[config.mk]
export PLATFORM = sky130hd
export DESIGN_NAME = psd_div_stage
export DESIGN_NICKNAME = d
export VERILOG_FILES = /design/src/hw/rtl/psd_pkg.sv /design/src/hw/rtl/psd_div_stage.sv
export SDC_FILE = /design/constraint.sdc
export NUM_CORES = 1
export LEC_CHECK = 0
export BUFFER_PORTS_ARGS = -buffer_cell sky130_fd_sc_hd__buf_2
export CORE_AREA = 2 2 285 287
export DETAILED_ROUTE_END_ITERATION = 8
export DIE_AREA = 0 0 287 289
export HOLD_SLACK_MARGIN = 0.1
export REMOVE_ABC_BUFFERS = 1
export SETUP_SLACK_MARGIN = 0.02
export SYNTH_ARGS = -nofsm -noshare
export SYNTH_HDL_FRONTEND = slang
export SYNTH_SLANG_ARGS = --single-unit
[constraint.sdc]
create_clock -name clk -period 11.1 [get_ports clk]
set_input_delay 0.555 -clock clk [delete_from_list [all_inputs] [get_ports clk]]
set_output_delay 0.555 -clock clk [all_outputs]
set_load 0.01 [all_outputs]
[src/hw/rtl/psd_pkg.sv]
// Package with beat types, pipeline payload types and constants for the segment distance block.
`default_nettype none
package psd_pkg;

  localparam int COORD_BITS = 24;
  localparam int T_FRAC     = 16;
  localparam int T_BITS     = T_FRAC + 1;
  localparam int DIST_BITS  = 2 * COORD_BITS + 2;
  localparam int DIFF_BITS  = COORD_BITS + 1;
  localparam int ERR_BITS   = COORD_BITS + 2;
  localparam int WORD_BITS  = 64;
  localparam int AXES       = 3;

  typedef struct packed {
    logic signed [COORD_BITS-1:0] start_x;
    logic signed [COORD_BITS-1:0] start_y;
    logic signed [COORD_BITS-1:0] start_z;
    logic signed [COORD_BITS-1:0] end_x;
    logic signed [COORD_BITS-1:0] end_y;
    logic signed [COORD_BITS-1:0] end_z;
    logic signed [COORD_BITS-1:0] query_x;
    logic signed [COORD_BITS-1:0] query_y;
    logic signed [COORD_BITS-1:0] query_z;
  } item_beat_t;

  typedef struct packed {
    logic        [T_BITS-1:0]     param_t;
    logic signed [COORD_BITS-1:0] near_x;
    logic signed [COORD_BITS-1:0] near_y;
    logic signed [COORD_BITS-1:0] near_z;
    logic        [DIST_BITS-1:0]  dist_squared;
  } result_beat_t;

  typedef logic [AXES-1:0][COORD_BITS-1:0] coord3_t;
  typedef logic [AXES-1:0][DIFF_BITS-1:0]  diff3_t;

  typedef enum logic [1:0] {
    CLS_ZERO = 2'd0,
    CLS_ONE  = 2'd1,
    CLS_DIV  = 2'd2
  } cls_t;

  typedef struct packed {
    coord3_t a;
    diff3_t  d;
    coord3_t p;
  } geo_t;

  typedef struct packed {
    geo_t                 geo;
    cls_t                 cls;
    logic [WORD_BITS-1:0] rem;
    logic [WORD_BITS-1:0] den;
    logic [T_FRAC-1:0]    quo;
  } div_beat_t;

endpackage
`default_nettype wire

[src/hw/rtl/psd_div_stage.sv]
// One restoring-division stage that produces one quotient bit per beat.
`default_nettype none
module psd_div_stage (
  input  wire logic               clk,
  input  wire logic               rst,
  input  wire logic               up_valid,
  output logic                    up_ready,
  input  wire psd_pkg::div_beat_t up_data,
  output logic                    dn_valid,
  input  wire logic               dn_ready,
  output psd_pkg::div_beat_t      dn_data
);

  logic v;
  psd_pkg::div_beat_t data;
  psd_pkg::div_beat_t data_next;
  logic [psd_pkg::WORD_BITS-1:0] shifted;

  assign up_ready = !v || dn_ready;
  assign dn_valid = v;
  assign dn_data  = data;

  always_comb begin
    data_next = up_data;
    shifted   = {up_data.rem[psd_pkg::WORD_BITS-2:0], 1'b0};
    if (shifted >= up_data.den) begin
      data_next.rem = shifted - up_data.den;
      data_next.quo = {up_data.quo[psd_pkg::T_FRAC-2:0], 1'b1};
    end else begin
      data_next.rem = shifted;
      data_next.quo = {up_data.quo[psd_pkg::T_FRAC-2:0], 1'b0};
    end
  end

  always_ff @(posedge clk) begin
    if (rst) begin
      v <= 1'b0;
    end else if (up_ready) begin
      v <= up_valid;
    end
    if (up_ready && up_valid) begin
      data <= data_next;
    end
  end

endmodule
`default_nettype wire

==> key figures <==
Placement
  • Buffers added on ports: 733
  • Sum of net half-perimeters after detailed placement: 54.9 mm
  • Instance count after placement with tap cells included: 2927
  • Gp weighted congestion: 0.854
  • Cell area reported after detailed placement: 0.0207 mm²

Route
  • Detailed Route Iter0 Violations: 865
  • Pre-antenna DRT Iters: 5
  • Via count of the routed design: 13.0k
  • Post-detailed-route count of antenna-violating nets: 0
  • Post-detailed-route DRC marker count: 0
  • Per-cell routed wire length: 21.5 µm
  • Total wire length: 67.4 mm
  • Mean number of vias per cell: 4.13

Clock network
  • Total setup buffers inserted after CTS: 0
  • Post-CTS Hold Buffers: 105
  • TritonCTS clock tree: done
  • H-tree Lvls: 2
  • Clock-pin transition on the worst setup and hold timing paths: 0.07 ns
  • CTS Buffer Depth: 3
  • Skew-Pair Late Insertion Delay: 0.57 ns
  • Library cell used as clock root buffer: clkbuf_16
  • TritonCTS Buffers: 44
  • Clock Sinks: 366
  • PostCTS Resize Cnt: 0

Synth
  • Synthesized instance count: 1173
  • Share of the synthesized area in the top cell type: 0.691
  • Fraction of synthesis flops using an asynchronous set or reset pin: 0
  • Register bit count reported by yosys: 366
  • Synthesized area: 0.0159 mm²
  • Cell taking the most area after synthesis: edfxtp_1
  • Most used flip-flop cell after synthesis: edfxtp_1
  • Unique masters post-synth: 59
  • Count of flip-flops with a built-in enable after synthesis: 365
  • Cell types occupying the most area after synthesis: edfxtp_1 69%, ha_1 5.1%, o21ai_0 3.4%, nand2_1 3.0%, a21oi_1 2.4%
  • Sequential element share of the synthesized area: 0.693
  • Synth warnings: 0
  • Mean Syn Cell Area: 13.5 µm²

Critical path
  • Start point of the critical path: up_data[27]
  • Critical Path Sink Type: flip-flop
  • Minimum setup slack among reg-to-reg paths: 8.03 ns
  • Nature of the critical path startpoint: input pin
  • Worst endpoint data arrival time: 4.69 ns
  • Maximum fanout count along the critical path: 81
  • Worst endpoint required time: 11.42 ns
  • Reg-to-reg endpoint: dn_data[124]
  • Worst R2R Path Depth: 4
  • Category of the critical setup timing path: input pin to flip-flop
  • Last element of the critical path: dn_data[137]
  • Origin of the critical flop-to-flop path: dn_valid

Floorplanning
  • Die Ht: 289 µm
  • Effective utilization at floorplan: 0.198
  • DIE WIDTH: 287 µm
  • Area enclosed by the die boundary: 0.0829 mm²
  • Core Footprint: 0.0799 mm²
  • Number of ports placed on the die boundary: 736
  • Cell Rows: 104

Global route
  • Initial antenna violation count: 52
  • Global-route wire length before repair: 90.1 mm
  • Vias in the first global route: 12.7k
  • Global router's overall resource usage: 0.152
  • GRT Residual Overflow: 0
  • Pin count of the biggest net entering global routing: 154

Final layout
  • Filler cell count in the final layout: 8365
  • Area overhead of the layout relative to synthesis: 46.7%
  • Multi-input logic area: 0.00438 mm²
  • Area of all placed cells without fillers: 0.0233 mm²
  • Area taken by flip-flops and latches: 0.0110 mm²
  • Commonest non-fill, non-tap cells in the layout: 733 x buf_2, 365 x edfxtp_1, 126 x nand2_1, 108 x o21ai_0, 105 x dlygate4sd3_1
  • Fraction of layout cells with a size suffix above 1: 0.399
  • Final nets: 2452
  • Fraction of the core area covered by cells at the end of the flow: 0.291
  • Fin cells: 3134
  • Most common library cell in the layout ignoring fill and taps: buf_2

Timing
  • Hold Fails Final Rpt: 0
  • Upper clock frequency limit: 229 MHz
  • Max_slew headroom: 0.354
  • Number of slew-limit violations in the final report: 0
  • Minimum clock period: 4.37 ns
  • Final setup vio count: 0
  • Slew @ Worst Pin: 0.967 ns
  • Setup TNS Final: 0 ns
  • Fin Clk Skew: 0.0169 ns
  • Final cycle utilization of the critical path: 0.394
  • RSZ-0062 raised after global routing: false

Power
  • VDD IR max: 0.109 mV
  • Leakage Power: 9.90 nW
  • Total power divided by cell area: 161 mW/mm²

Job
  • Number of max-cap violations: 0

Run status
  • Status: completed

Min path
  • Hold Path Class: input pin to flip-flop
  • Hold Startpoint: up_data[357]
==> layout make-up <==
class	count	share of cell area
Sequential cell	366	0.472
Multi-Input combinational cell	682	0.188
Inverter	79	0.0127
Tap cell	1060	0.0570
Clock inverter	28	0.0132
Clock buffer	51	0.0485
Antenna cell	23	0.00247
Timing Repair Buffer	845	0.206
==> worst max-delay path, stage by stage <==
cell       delay, ns
buf_2           0.10
inv_1           0.05
ha_1            0.36
and2_1          0.24
a221oi_1        0.58
a21bo_2         0.33
a2111oi_4       0.13
nor3_2          0.30
nor4b_2         0.11
nor2_4          0.76
buf_4           0.71
inv_1           0.14
mux2_2          0.31
==> power by group <==
group          total (mW)  switching [mW]  internal [mW]
sequential           1.67          0.0246           1.64
clock                1.46           0.613          0.850
combinational       0.624           0.380          0.244
total                3.76            1.02           2.74
==> metal layers <==
metal,vias to the layer above,GRT usage,share of wire
met5,-,0,0.0035
met4,38,0.0622,0.033
met3,124,0.0628,0.11
met2,541,0.248,0.47
met1,6163,0.176,0.37
li1,6092,-,-
==> synth_stat cells, types with 6 or more instances <==
cell type and instances:
or3_1 10, nand2b_1 8, nand2_1 126, nand4_1 24, nand3_1 12, inv_1 79, a21o_1 35, edfxtp_1 365
ha_1 64, a211oi_1 7, buf_2 11, and3_1 7, xor2_1 27, nor3_1 15, clkbuf_1 31, a31oi_1 12
nor2_1 43, xnor2_1 33, o21bai_1 14, o21a_1 6, o21ai_0 108, a21oi_1 75
==> registers in the layout, summed over array words and instances, names as in the netlist <==
signal    cells
dn_valid      1
dn_data     365
==> per-stage QoR <==
step	setup WS, ns	power [mW]	hold WS [ns]
4_1_cts	6.53	3.81	0.101
6_report	6.73	3.76	0.144
3_3_place_gp	5.99	2.28	0.612
5_1_grt	6.26	3.91	0.115
2_1_floorplan	1.28	2.03	0.593
3_5_place_dp	5.92	2.29	0.613
==> logic make-up after synthesis <==
| logic type | Yosys count | share of synthesized area |
|---|---|---|
| flops | 366 | 0.693 |
| compound gates | 290 | 0.112 |
| simple gates | 263 | 0.0766 |
| buf+inv | 125 | 0.0316 |
| fa+ha+maj | 65 | 0.0518 |
| xor+xnor | 60 | 0.0331 |
| mux | 4 | 0.00284 |
==> how the worst min path moves through the flow <==
stage	end	slack [ns]	cells past startpoint
floorplan	dn_valid	0.59	2
finish	dn_data[357]	0.14	1
global route	dn_data[287]	0.11	1
detailed placement	dn_valid	0.61	2
CTS	dn_data[261]	0.10	1
global placement	dn_valid	0.61	2
Power figures use the tool's default switching activity.
